<file path="config.mk">
export PLATFORM = sky130hd
export DESIGN_NAME = quadrature_knob_with_press_decode_flat
export DESIGN_NICKNAME = d
export VERILOG_FILES = /design/src/rtl/qkd_pkg.sv /design/src/rtl/qkd_stream_if.sv /design/src/rtl/quadrature_knob_with_press_decode.sv /design/src/rtl/qkd_cfg.sv /design/src/rtl/qkd_core.sv /design/src/rtl/qkd_evq.sv /design/src/flat_wrapper.sv
export SDC_FILE = /design/constraint.sdc
export NUM_CORES = 1
export LEC_CHECK = 0
export ABC_AREA = 1
export BUFFER_PORTS_ARGS = -buffer_cell sky130_fd_sc_hd__buf_2
export CORE_MARGIN = 5
export CORE_UTILIZATION = 45
export CTS_BUF_LIST = sky130_fd_sc_hd__clkbuf_8 sky130_fd_sc_hd__clkbuf_16
export DETAILED_ROUTE_END_ITERATION = 10
export GPL_ROUTABILITY_DRIVEN = 0
export HOLD_SLACK_MARGIN = 0.06
export PLACE_DENSITY = 0.65
export SYNTH_ARGS = -nofsm -noshare
export SYNTH_HDL_FRONTEND = slang
export SYNTH_HIERARCHICAL = 1
export SYNTH_SLANG_ARGS = --single-unit
</file>
<file path="constraint.sdc">
create_clock -name clk -period 9.1 [get_ports clk]
set_clock_uncertainty 0.2 [all_clocks]
set_input_delay 0.455 -clock clk [delete_from_list [all_inputs] [get_ports clk]]
set_output_delay 0.455 -clock clk [all_outputs]
set_load 0.05 [all_outputs]
</file>
<file path="src/rtl/qkd_pkg.sv">
// Package for the quadrature knob and press decoder.
// Item types, register and event codes, reset values and the step table.
// No dependencies.
`default_nettype none

package qkd_pkg;

  localparam int TIME_BITS_DEF = 32;
  localparam int STAMP_W       = 32;

  localparam int EVQ_DEPTH = 4;
  localparam int EVQ_AW    = $clog2(EVQ_DEPTH);

  localparam logic [3:0]  DETENT_RST     = 4'd4;
  localparam logic        REVERSE_RST    = 1'b0;
  localparam logic [31:0] DEBOUNCE_RST   = 32'd20000;
  localparam logic [31:0] LONG_PRESS_RST = 32'd800000;

  typedef enum logic [1:0] {
    CFG_DETENT     = 2'd0,
    CFG_REVERSE    = 2'd1,
    CFG_DEBOUNCE   = 2'd2,
    CFG_LONG_PRESS = 2'd3
  } cfg_reg_t;

  typedef enum logic [1:0] {
    ACT_INC     = 2'd0,
    ACT_DEC     = 2'd1,
    ACT_CONFIRM = 2'd2,
    ACT_BACK    = 2'd3
  } action_t;

  typedef struct packed {
    logic              chan_a;
    logic              chan_b;
    logic              button_level;
    logic [STAMP_W-1:0] time_us;
  } in_item_t;

  typedef struct packed {
    action_t action;
    logic    last;
  } out_item_t;

  typedef struct packed {
    cfg_reg_t    index;
    logic [31:0] value;
  } cfg_item_t;

  typedef struct packed {
    logic [3:0]  detent_steps;
    logic        reverse_direction;
    logic [31:0] debounce_time;
    logic [31:0] long_press_time;
  } cfg_t;

  typedef struct packed {
    logic [1:0] n;
    out_item_t  ev0;
    out_item_t  ev1;
  } push_t;

  // Indexed by {prev_a, prev_b, a, b}.
  localparam logic signed [1:0] STEP_TABLE [16] = '{
    2'sd0, -2'sd1, 2'sd1, 2'sd0, 2'sd1, 2'sd0, 2'sd0, -2'sd1,
    -2'sd1, 2'sd0, 2'sd0, 2'sd1, 2'sd0, 2'sd1, -2'sd1, 2'sd0
  };

endpackage

`default_nettype wire

</file>
<file path="src/rtl/qkd_stream_if.sv">
// Valid/ready channel carrying one item of payload type T.
// Depends on nothing; payload types come from qkd_pkg at instantiation.
`default_nettype none

interface qkd_stream_if #(
  parameter type T = logic
);
  logic valid;
  logic ready;
  T     data;

  modport source (output valid, output data, input ready);
  modport sink   (input valid, input data, output ready);
endinterface

`default_nettype wire

</file>
<file path="src/rtl/quadrature_knob_with_press_decode.sv">
// Quadrature knob and push-button decoder, top level.
// Depends on qkd_pkg, qkd_stream_if, qkd_cfg, qkd_core and qkd_evq.
//
// Each input item is one poll sample (A/B levels, active-low button, microsecond
// timestamp) and yields zero, one or two events (increase, decrease, confirm,
// back), the final one of a sample marked by last. A sample is taken into an
// input register, decoded combinationally and written into a four-entry event
// queue, from which its events are offered. Samples are taken one per cycle as
// long as the consumer drains events; the input stalls while the queue holds
// more than two events. The queue hands out one event per cycle while the
// consumer is ready, so samples with at most one event are taken one per cycle
// and samples with two events no faster than the queue hands them out.
// The first sample after reset only loads the decoder state.
`default_nettype none

module quadrature_knob_with_press_decode #(
  parameter int TIME_BITS = qkd_pkg::TIME_BITS_DEF
) (
  input wire logic     clk,
  input wire logic     rst,
  qkd_stream_if.sink   in_ch,
  qkd_stream_if.source out_ch,
  qkd_stream_if.sink   cfg
);

  qkd_pkg::cfg_t  regs;
  qkd_pkg::push_t push;
  logic           space_ok;

  qkd_cfg u_cfg (
    .clk  (clk),
    .rst  (rst),
    .cfg  (cfg),
    .regs (regs)
  );

  qkd_core #(
    .TIME_BITS (TIME_BITS)
  ) u_core (
    .clk      (clk),
    .rst      (rst),
    .in_ch    (in_ch),
    .regs     (regs),
    .space_ok (space_ok),
    .push     (push)
  );

  qkd_evq u_evq (
    .clk      (clk),
    .rst      (rst),
    .push     (push),
    .space_ok (space_ok),
    .out_ch   (out_ch)
  );

endmodule

`default_nettype wire

</file>
<file path="src/rtl/qkd_cfg.sv">
// Configuration registers of the knob decoder.
// Depends on qkd_pkg and qkd_stream_if.
`default_nettype none

module qkd_cfg (
  input  wire logic       clk,
  input  wire logic       rst,
  qkd_stream_if.sink      cfg,
  output qkd_pkg::cfg_t   regs
);

  assign cfg.ready = 1'b1;

  always_ff @(posedge clk) begin
    if (rst) begin
      regs.detent_steps      <= qkd_pkg::DETENT_RST;
      regs.reverse_direction <= qkd_pkg::REVERSE_RST;
      regs.debounce_time     <= qkd_pkg::DEBOUNCE_RST;
      regs.long_press_time   <= qkd_pkg::LONG_PRESS_RST;
    end else if (cfg.valid) begin
      case (cfg.data.index)
        qkd_pkg::CFG_DETENT:     regs.detent_steps      <= cfg.data.value[3:0];
        qkd_pkg::CFG_REVERSE:    regs.reverse_direction <= cfg.data.value[0];
        qkd_pkg::CFG_DEBOUNCE:   regs.debounce_time     <= cfg.data.value;
        qkd_pkg::CFG_LONG_PRESS: regs.long_press_time   <= cfg.data.value;
        default: ;
      endcase
    end
  end

endmodule

`default_nettype wire

</file>
<file path="src/rtl/qkd_core.sv">
// Input register and single-pass decode of rotation and button events.
// Depends on qkd_pkg and qkd_stream_if.
`default_nettype none

module qkd_core #(
  parameter int TIME_BITS = qkd_pkg::TIME_BITS_DEF
) (
  input  wire logic          clk,
  input  wire logic          rst,
  qkd_stream_if.sink         in_ch,
  input  wire qkd_pkg::cfg_t regs,
  input  wire logic          space_ok,
  output qkd_pkg::push_t     push
);

  localparam int CMP_W = (TIME_BITS > qkd_pkg::STAMP_W) ? TIME_BITS : qkd_pkg::STAMP_W;

  logic              item_valid;
  qkd_pkg::in_item_t item;
  logic              adv;

  logic                 primed;
  logic [1:0]           prev_ab;
  logic signed [4:0]    step_accum;
  logic                 stable_level;
  logic                 candidate_level;
  logic [TIME_BITS-1:0] change_stamp;
  logic [TIME_BITS-1:0] press_stamp;
  logic                 long_reported;

  logic [1:0]           prev_ab_next;
  logic signed [4:0]    step_accum_next;
  logic                 stable_level_next;
  logic                 candidate_level_next;
  logic [TIME_BITS-1:0] change_stamp_next;
  logic [TIME_BITS-1:0] press_stamp_next;
  logic                 long_reported_next;

  logic                 rot_v;
  qkd_pkg::action_t     rot_act;
  logic                 btn_v;
  qkd_pkg::action_t     btn_act;

  assign adv         = item_valid && space_ok;
  assign in_ch.ready = !item_valid || space_ok;

  always_ff @(posedge clk) begin
    if (rst) begin
      item_valid <= 1'b0;
    end else if (in_ch.ready) begin
      item_valid <= in_ch.valid;
    end
  end

  always_ff @(posedge clk) begin
    if (in_ch.ready && in_ch.valid) begin
      item <= in_ch.data;
    end
  end

  always_comb begin
    logic [1:0]           ab;
    logic                 raw;
    logic [CMP_W-1:0]     now_w;
    logic [TIME_BITS-1:0] now;
    logic signed [4:0]    acc;
    logic signed [4:0]    det;
    logic                 up;
    logic [TIME_BITS-1:0] since_change;
    logic [TIME_BITS-1:0] since_press;

    ab    = {item.chan_a, item.chan_b};
    raw   = item.button_level;
    now_w = CMP_W'(item.time_us);
    now   = now_w[TIME_BITS-1:0];

    prev_ab_next         = ab;
    step_accum_next      = step_accum;
    stable_level_next    = stable_level;
    candidate_level_next = candidate_level;
    change_stamp_next    = change_stamp;
    press_stamp_next     = press_stamp;
    long_reported_next   = long_reported;
    rot_v   = 1'b0;
    rot_act = qkd_pkg::ACT_INC;
    btn_v   = 1'b0;
    btn_act = qkd_pkg::ACT_CONFIRM;
    acc          = '0;
    det          = '0;
    up           = 1'b0;
    since_change = '0;
    since_press  = '0;

    if (!primed) begin
      step_accum_next      = '0;
      stable_level_next    = raw;
      candidate_level_next = raw;
      change_stamp_next    = now;
      press_stamp_next     = now;
      long_reported_next   = 1'b0;
    end else begin
      // rotation
      if ((prev_ab ^ ab) == 2'b11) begin
        acc = '0;
      end else begin
        acc = step_accum + {{3{qkd_pkg::STEP_TABLE[{prev_ab, ab}][1]}},
                            qkd_pkg::STEP_TABLE[{prev_ab, ab}]};
      end
      det = (regs.detent_steps == 4'd0) ? 5'sd1 : $signed({1'b0, regs.detent_steps});
      if (acc >= det || acc <= -det) begin
        up      = (acc > 5'sd0) ^ regs.reverse_direction;
        rot_v   = 1'b1;
        rot_act = up ? qkd_pkg::ACT_INC : qkd_pkg::ACT_DEC;
        acc     = '0;
      end
      step_accum_next = acc;

      // button debounce
      if (raw != candidate_level) begin
        candidate_level_next = raw;
        change_stamp_next    = now;
      end
      since_change = now - change_stamp_next;
      if (candidate_level_next != stable_level &&
          CMP_W'(since_change) >= CMP_W'(regs.debounce_time)) begin
        stable_level_next = candidate_level_next;
        if (!candidate_level_next) begin
          press_stamp_next   = now;
          long_reported_next = 1'b0;
        end else if (!long_reported) begin
          btn_v   = 1'b1;
          btn_act = qkd_pkg::ACT_CONFIRM;
        end
      end
      since_press = now - press_stamp_next;
      if (!stable_level_next && !long_reported_next &&
          CMP_W'(since_press) >= CMP_W'(regs.long_press_time)) begin
        btn_v              = 1'b1;
        btn_act            = qkd_pkg::ACT_BACK;
        long_reported_next = 1'b1;
      end
    end
  end

  always_comb begin
    push.n          = adv ? ({1'b0, rot_v} + {1'b0, btn_v}) : 2'd0;
    push.ev0.action = rot_v ? rot_act : btn_act;
    push.ev0.last   = !(rot_v && btn_v);
    push.ev1.action = btn_act;
    push.ev1.last   = 1'b1;
  end

  always_ff @(posedge clk) begin
    if (rst) begin
      primed          <= 1'b0;
      prev_ab         <= '0;
      step_accum      <= '0;
      stable_level    <= 1'b1;
      candidate_level <= 1'b1;
      change_stamp    <= '0;
      press_stamp     <= '0;
      long_reported   <= 1'b0;
    end else if (adv) begin
      primed          <= 1'b1;
      prev_ab         <= prev_ab_next;
      step_accum      <= step_accum_next;
      stable_level    <= stable_level_next;
      candidate_level <= candidate_level_next;
      change_stamp    <= change_stamp_next;
      press_stamp     <= press_stamp_next;
      long_reported   <= long_reported_next;
    end
  end

  a_unprimed_idle: assert property (@(posedge clk) disable iff (rst)
    !primed |-> step_accum == 5'sd0 && push.n == 2'd0)
    else $error("events or steps before priming sample");

  a_back_latched: assert property (@(posedge clk) disable iff (rst)
    adv && btn_v && btn_act == qkd_pkg::ACT_BACK |=> long_reported)
    else $error("back reported without latching long press");

  a_accum_range: assert property (@(posedge clk) disable iff (rst)
    step_accum != -5'sd16)
    else $error("step accumulator out of range");

endmodule

`default_nettype wire

</file>
<file path="src/rtl/qkd_evq.sv">
// Event queue: takes up to two events per cycle, hands out one per cycle while the consumer is ready.
// Depends on qkd_pkg and qkd_stream_if.
`default_nettype none

module qkd_evq (
  input  wire logic           clk,
  input  wire logic           rst,
  input  wire qkd_pkg::push_t push,
  output logic                space_ok,
  qkd_stream_if.source        out_ch
);

  localparam int DEPTH = qkd_pkg::EVQ_DEPTH;
  localparam int AW    = qkd_pkg::EVQ_AW;

  qkd_pkg::out_item_t mem [DEPTH];
  logic [AW-1:0]      rptr;
  logic [AW-1:0]      wptr;
  logic [AW:0]        count;
  logic [AW:0]        count_next;
  logic               pop;

  assign pop          = out_ch.valid && out_ch.ready;
  assign out_ch.valid = count != '0;
  assign out_ch.data  = mem[rptr];
  assign space_ok     = count <= (AW+1)'(DEPTH - 2);
  assign count_next   = count + (AW+1)'(push.n) - (AW+1)'(pop);

  always_ff @(posedge clk) begin
    if (rst) begin
      rptr  <= '0;
      wptr  <= '0;
      count <= '0;
    end else begin
      rptr  <= rptr + AW'(pop);
      wptr  <= wptr + AW'(push.n);
      count <= count_next;
    end
  end

  always_ff @(posedge clk) begin
    if (push.n != 2'd0) begin
      mem[wptr] <= push.ev0;
    end
    if (push.n == 2'd2) begin
      mem[wptr + AW'(1)] <= push.ev1;
    end
  end

  a_no_overflow: assert property (@(posedge clk) disable iff (rst)
    push.n != 2'd0 |-> count + (AW+1)'(push.n) <= (AW+1)'(DEPTH))
    else $error("event queue overflow");

  a_count_bound: assert property (@(posedge clk) disable iff (rst)
    count <= (AW+1)'(DEPTH))
    else $error("event queue count out of range");

endmodule

`default_nettype wire

</file>
<file path="src/flat_wrapper.sv">
// flat-port wrapper written by rule: the top's interface ports become plain ports
module quadrature_knob_with_press_decode_flat 
#(
  parameter int TIME_BITS = qkd_pkg::TIME_BITS_DEF
)
  (clk, rst, in_ch_valid, in_ch_data, in_ch_ready, out_ch_valid, out_ch_data, out_ch_ready, cfg_valid, cfg_data, cfg_ready);
  qkd_stream_if #(.T(qkd_pkg::in_item_t)) in_ch_i ();
  qkd_stream_if #(.T(qkd_pkg::out_item_t)) out_ch_i ();
  qkd_stream_if #(.T(qkd_pkg::cfg_item_t)) cfg_i ();
  input wire logic clk;
  input wire logic rst;
  input wire logic [$bits(in_ch_i.valid)-1:0] in_ch_valid;
  input wire logic [$bits(in_ch_i.data)-1:0] in_ch_data;
  output wire logic [$bits(in_ch_i.ready)-1:0] in_ch_ready;
  output wire logic [$bits(out_ch_i.valid)-1:0] out_ch_valid;
  output wire logic [$bits(out_ch_i.data)-1:0] out_ch_data;
  input wire logic [$bits(out_ch_i.ready)-1:0] out_ch_ready;
  input wire logic [$bits(cfg_i.valid)-1:0] cfg_valid;
  input wire logic [$bits(cfg_i.data)-1:0] cfg_data;
  output wire logic [$bits(cfg_i.ready)-1:0] cfg_ready;
  assign in_ch_i.valid = in_ch_valid;
  assign in_ch_i.data = in_ch_data;
  assign in_ch_ready = in_ch_i.ready;
  assign out_ch_valid = out_ch_i.valid;
  assign out_ch_data = out_ch_i.data;
  assign out_ch_i.ready = out_ch_ready;
  assign cfg_i.valid = cfg_valid;
  assign cfg_i.data = cfg_data;
  assign cfg_ready = cfg_i.ready;
  quadrature_knob_with_press_decode #(.TIME_BITS(TIME_BITS)) u_core (.clk(clk), .rst(rst), .in_ch(in_ch_i), .out_ch(out_ch_i), .cfg(cfg_i));
endmodule
</file>
### Word-level counts from Yosys, hierarchy flattened

Memory sizes are Yosys's and may differ from the RTL's. A register that Yosys moved wholly into a read port is not among the register bits.
Index checks and enable logic that the tools add are counted.

* word-level logic and storage cells: 114
* memory bits (writable): 12
* ROM bits: 32
* bits of input ports: 74
* register bits: 187
* output and inout bits: 6
* memories kept: 2

* equal/unequal tests: 7
* reductions and logical operators: 21
* multiplexer cells: 44
* $lt $le $gt $ge: 7
* bitwise operators: 3
* add/sub/neg operators: 10

Memories
* (name not given): depth 16, bits a word 2, rd ports 1, clocked after memory_dff 0, write ports 0, RTL line qkd_core.sv:107 `qkd_pkg::STEP_TABLE[{prev_ab, ab}]};`
* u_core.u_evq.mem: depth 4, bits a word 3, rd ports 1, clocked after memory_dff 1, write ports 2, RTL line qkd_evq.sv:16 `qkd_pkg::out_item_t mem [DEPTH];`

Operator list (count)
* 32-bit 2-to-1 mux: 7
* 32-bit >= comparator: 2
* 32-bit subtractor: 2
* 1-bit 2-to-1 mux: 27
* 5-bit 2-to-1 mux: 4
* 2-bit 2-to-1 mux: 5
* 2-bit equality test (second input constant): 4
* 2-bit AND reduction: 4
* 1-bit logical AND: 7
* 5-bit adder: 1
* 5-bit >= comparator: 1
* 5-bit >= comparator (second input constant): 1
* 5-bit by 1-bit greater-than comparator with 1-bit output (second input constant): 1
* 5-bit less-or-equal comparator: 1
* 4-bit negator with 5-bit output: 1
* 4-bit inverter with 5-bit output: 1
* 1-bit logical NOT: 4
* 4-bit logical NOT: 1
* 4-bit 2-to-1 mux: 1
* 3-bit by 2-bit adder with 3-bit output: 1
* 3-bit by 2-bit less-or-equal comparator with 1-bit output (second input constant): 1
* 3-bit nonzero test: 1
* 3-bit by 1-bit subtractor with 3-bit output: 1
* 1-bit by 1-bit adder with 2-bit output: 1
* 10 further kinds: 12

### Logic depth before layout (Yosys ltp)

* depth after elaboration: 18
* mapped depth: 77
* depth with buffers taken out: 71

### Cells and area by module

Netlist, hierarchy kept.

By module, submodules not included
* qkd_core: seq. area each 2572.5 sq um, instances 1, area an instance 10804.1 sq um, cells each 1515
* qkd_cfg: seq. area each 1381.3 sq um, instances 1, area an instance 2772.7 sq um, cells each 423
* qkd_evq: seq. area each 500.5 sq um, instances 1, area an instance 1024.7 sq um, cells each 115

### Least setup slack after synthesis

No wires, ideal clock.

* kind: reg2reg
* start point: reg u_core/u_core/item[32] in the netlist's numbering
* end point: reg u_core.u_evq.count[2]
* setup time: 113 ps
* clock period less this slack: 9306 ps
* path slack: -206 ps
* stages on the path, launching flop included: 76
* arrival time: 8993 ps
* data required time: 8787 ps
* buffers on the path: 6
* cell sequence: edfxtp_1 -> ha_1 -> buf_4 -> buf_6 -> clkbuf_1 -> clkbuf_1 -> nand2_1 -> o21ai_0 -> ha_1 -> inv_1 -> ha_1 -> inv_1 -> nand2_1 -> nand2_1 -> o211ai_1 -> nand2_1 -> nand2_2 -> nand3_1 -> [40 not listed] -> nor2_1 -> nand2_1 -> nor4_1 -> nand4_1 -> nand4_1 -> nand3_1 -> a21oi_1 -> ha_1 -> inv_1 -> nor2_1 -> inv_2 -> ha_1 -> inv_1 -> fa_1 -> xor2_1 -> nand2_1 -> nand2_1 -> nor2_1

RTL lines
* start, declared: RTL line qkd_core.sv:19 `qkd_pkg::in_item_t item;`
* start signal, assigned: RTL line qkd_core.sv:57 `item <= in_ch.data;`
* end signal, assigned: RTL line qkd_evq.sv:37 `count <= count_next;`
* end, declared: RTL line qkd_evq.sv:19 `logic [AW:0] count;`

==> flow_summary.yaml <==
outcome:
  status: "finished with violations"
  violations: "setup timing"
synth:
  synth_top_family_by_area: "simple AND/OR/NAND/NOR gates"
  synth_area_leaders: "dfxtp_1, ha_1, nand2_1"
  ys.warnings.count: 6
  syn-cell-area_sq_um: 14600
  synth_compound_area_share_pct: 19.1
  yosysMostFrequentCell: "nand2_1"
  synthMuxAreaShare_pct: 0
  yosys.area_share.simple_pct: 23.5
  synth_seq_cells: 199
  synth.avg_cell_area_sq_um: 7.11
  synth_common_cells: "nand2_1, inv_1, nor2_1"
  synth_ff_type: "dfxtp_1"
  synthDominantCellAreaShare_pct: 20.8
  synth-seq-area-share_pct: 30.5
  synth-xor-area-share_pct: 3.42
  synth_edf_count: 47
  synth_top_area_cell: "dfxtp_1"
  synthArstFlopShare_pct: 0
  netlist_instances: 2053
  synth_cell_types: 53
  yosys.area_share.adder_pct: 12.8
detailed_routing:
  wl_met3_microns: 1840
  wl_met1_microns: 18700
  first_pass_iters: 5
  ant_nets: 0
  topRoutingLayerUsed: "met4"
  vias: 14888
  avgViaCountPerCell: 5.22
  wl_per_cell_microns: 15.8
  drcViolationCount: 0
  drt-initial-drc-count: 864
  wl_met2_microns: 22400
  drt_wl_total_microns: 45200
setup_path:
  critPathArrivalTime_ns: 9.46
  r2r_slack_ns: -0.22
  critPathCaptureType: "flop"
  crit_cells: 66
  worstPathMaxFanout: 6
  worstSetupPathType: "reg -> reg"
  cp.buffers_inverters: 9
  cp-startpoint: "u_core/u_core/item[32]"
  required_ns: 9.25
  timing.rr.start: "u_core/u_core/item[32]"
  reg2regPathDepth: 66
  cp-start-kind: "flop"
  r2r-end: "u_core/u_evq/count[2]"
  crit_slowest_cell: "edfxtp_1"
  cp_slowest_stage_delay_ns: 0.43
  crit_end: "u_core/u_evq/count[2]"
  crit_family: "simple AND/OR/NAND/NOR gates"
  crit_top_cell: "nand2_2"
timing:
  finalCriticalPeriod_ns: 9.32
  maxSlewViolCount: 0
  fin_crit_sh_pct: 102
  timing.fmax_ghz: 0.107
  rsz0062_at_grt: "true"
  hold_viol_final: 0
  slew_headroom_pct: 23.0
  setup_tns_ns: -1.33
  final.setup.worst_slack_ns: -0.219
  tightestPinTransition_ns: 1.15
  holdWs_ns: 0.0775
  setup_violations: 17
grt:
  grt_max_degree: 92
  grt_pass1_wl_microns: 70400
  track_usage_pct: 24.0
  grt_pass1_vias: 14494
  grt_antenna_before_repair: 0
  overflow: 0
power:
  leakagePower_nw: 9.19
  total_power_mw: 6.36
  p_clk_share_pct: 12.1
  seqPwrFrac_pct: 17.0
  p_sw_share_pct: 46.6
  p_sw_mw: 2.96
  combinationalPowerShare_pct: 70.9
  p_int_mw: 3.40
  peakVddDrop_uv: 194
  power_density_nw_per_um2: 328
placement:
  postPlaceCellArea_sq_um: 16900
  pre_cts_ws_ns: -0.721
  hpwl_microns: 33200
  port-buffer-count: 78
  dp.cells: 2720
run:
  max_cap_violations: 0
clock_tree:
  numCtsBuffers: 17
  cts_tree: "built"
  cts.clk_slew.worst_paths_ns: 0.07
  clk_latency_ns: 0.46
  htreeDepth: 4
  ctsLongestPathBuffers: 2
  root_buffer: "clkbuf_16"
  cts_num_sinks: 199
die:
  die-area_sq_um: 36100
  fp.dieW_microns: 190
  initial_core_util_pct: 45.2
  die_y_microns: 190
  core-area_sq_um: 32300
  io_pins: 80
  rows: 66
final_layout:
  flow.area_growth_from_synthesis_pct: 32.9
  diodes: 0
  nets: 2619
  drive_above_1_share_pct: 24.9
  postLayoutCellArea_sq_um: 19400
  final-instance-count-excl-fill: 2853
  fin_util_pct: 60.1
  nFillCells: 2891
min_path:
  hold_class: "in -> reg"
[metal layers]
layer	up-vias	GRT usage (%)
li1	7451	-
met1	6938	28.1
met2	371	43.3
met3	128	3.72
met4	0	10.5
met5	-	0
[placed cells by master, fill, tap and decap left out, types with 17 or more instances in the layout]
master	synthesis	final
inv_1	315	305
o211a_1	24	24
a21oi_1	151	121
a221oi_2	30	32
nand4_1	17	17
nand3_1	66	58
buf_4	6	236
o21ai_1	49	59
dfxtp_1	152	151
dlygate4sd3_1	0	59
nand2_2	6	40
ha_1	144	123
or2_1	30	30
a21oi_2	2	27
edfxtp_1	47	47
clkbuf_16	0	21
buf_2	10	78
o21ai_2	3	29
o21ai_0	116	80
nor2_1	215	203
xor2_1	40	38
nand2_1	455	410
[sequential cells by signal, summed over array words and instances, names as in the netlist]
| register | count |
|---|---|
| u_core/u_cfg/regs | 69 |
| u_core/u_core/item | 35 |
| u_core/u_core/change_stamp | 32 |
| u_core/u_core/press_stamp | 32 |
| u_core/u_evq/mem | 12 |
| u_core/u_core/step_accum | 5 |
| u_core/u_evq/count | 3 |
| u_core/u_core/prev_ab | 2 |
| u_core/u_evq/rptr | 2 |
| u_core/u_evq/wptr | 2 |
| u_core/u_core/candidate_level | 1 |
| u_core/u_core/item_valid | 1 |
| u_core/u_core/long_reported | 1 |
| u_core/u_core/primed | 1 |
| u_core/u_core/stable_level | 1 |
[worst reg2reg max path: cells and delay by family (launching register included)]
family          cells  cell delay [ns]
simple gates       38             3.73
compound gates      8             1.02
buf+inv             9             0.67
flops               1             0.43
xor+xnor            2             0.32
fa+ha+maj           9             2.83
[worst min-delay path by stage]
stage | from | endpoint | slack, ns | depth (start not counted)
5_1_grt | cfg_data[26] | u_core/u_cfg/regs[26] | 0.07 | 3
3_5_place_dp | u_core/u_cfg/regs[18] | u_core/u_cfg/regs[18] | 0.26 | 2
2_1_floorplan | u_core/u_cfg/regs[37] | u_core/u_cfg/regs[37] | 0.24 | 2
4_1_cts | cfg_data[3] | u_core/u_cfg/regs[35] | 0.06 | 3
6_report | cfg_data[3] | u_core/u_cfg/regs[3] | 0.08 | 3
3_3_place_gp | u_core/u_core/press_stamp[19] | u_core/u_core/press_stamp[19] | 0.25 | 2
[final cells by class]
type	count	area, sq um	area share (%)
Clock buffer	20	489	2.52
Clock inverter	12	101	0.522
Inverter	322	1210	6.23
Multi-Input combinational cell	1466	9520	49.1
Sequential cell	199	4460	23.0
Tap cell	442	553	2.85
Timing Repair Buffer	392	3070	15.8
[logic make-up after synthesis]
| kind of cell | count (synthesis) |
|---|---|
| compound gates | 436 |
| xor+xnor | 57 |
| fa+ha+maj | 147 |
| buf+inv | 390 |
| flops | 199 |
| other cells | 2 |
| simple gates | 822 |
[power by group through the flow]
stage / registers [mW] / clock network [mW] / logic, mW
finish: 1.08 / 0.772 / 4.51
global route: 1.09 / 0.824 / 4.95
CTS: 1.07 / 0.786 / 4.12
detailed placement: 1.09 / 0 / 3.89
global placement: 1.09 / 0 / 3.81
floorplan: 1.07 / 0 / 2.36
[what timing repair did]
action	in CTS	in global routing
hold buffers	59	0
setup endpoints to repair	29	29
gates cloned	2	2
setup buffers	22	17
endpoints found under the hold margin	75	0
pin swaps	43	92
gates resized for setup	89	163
Power figures use the tool's default switching activity.
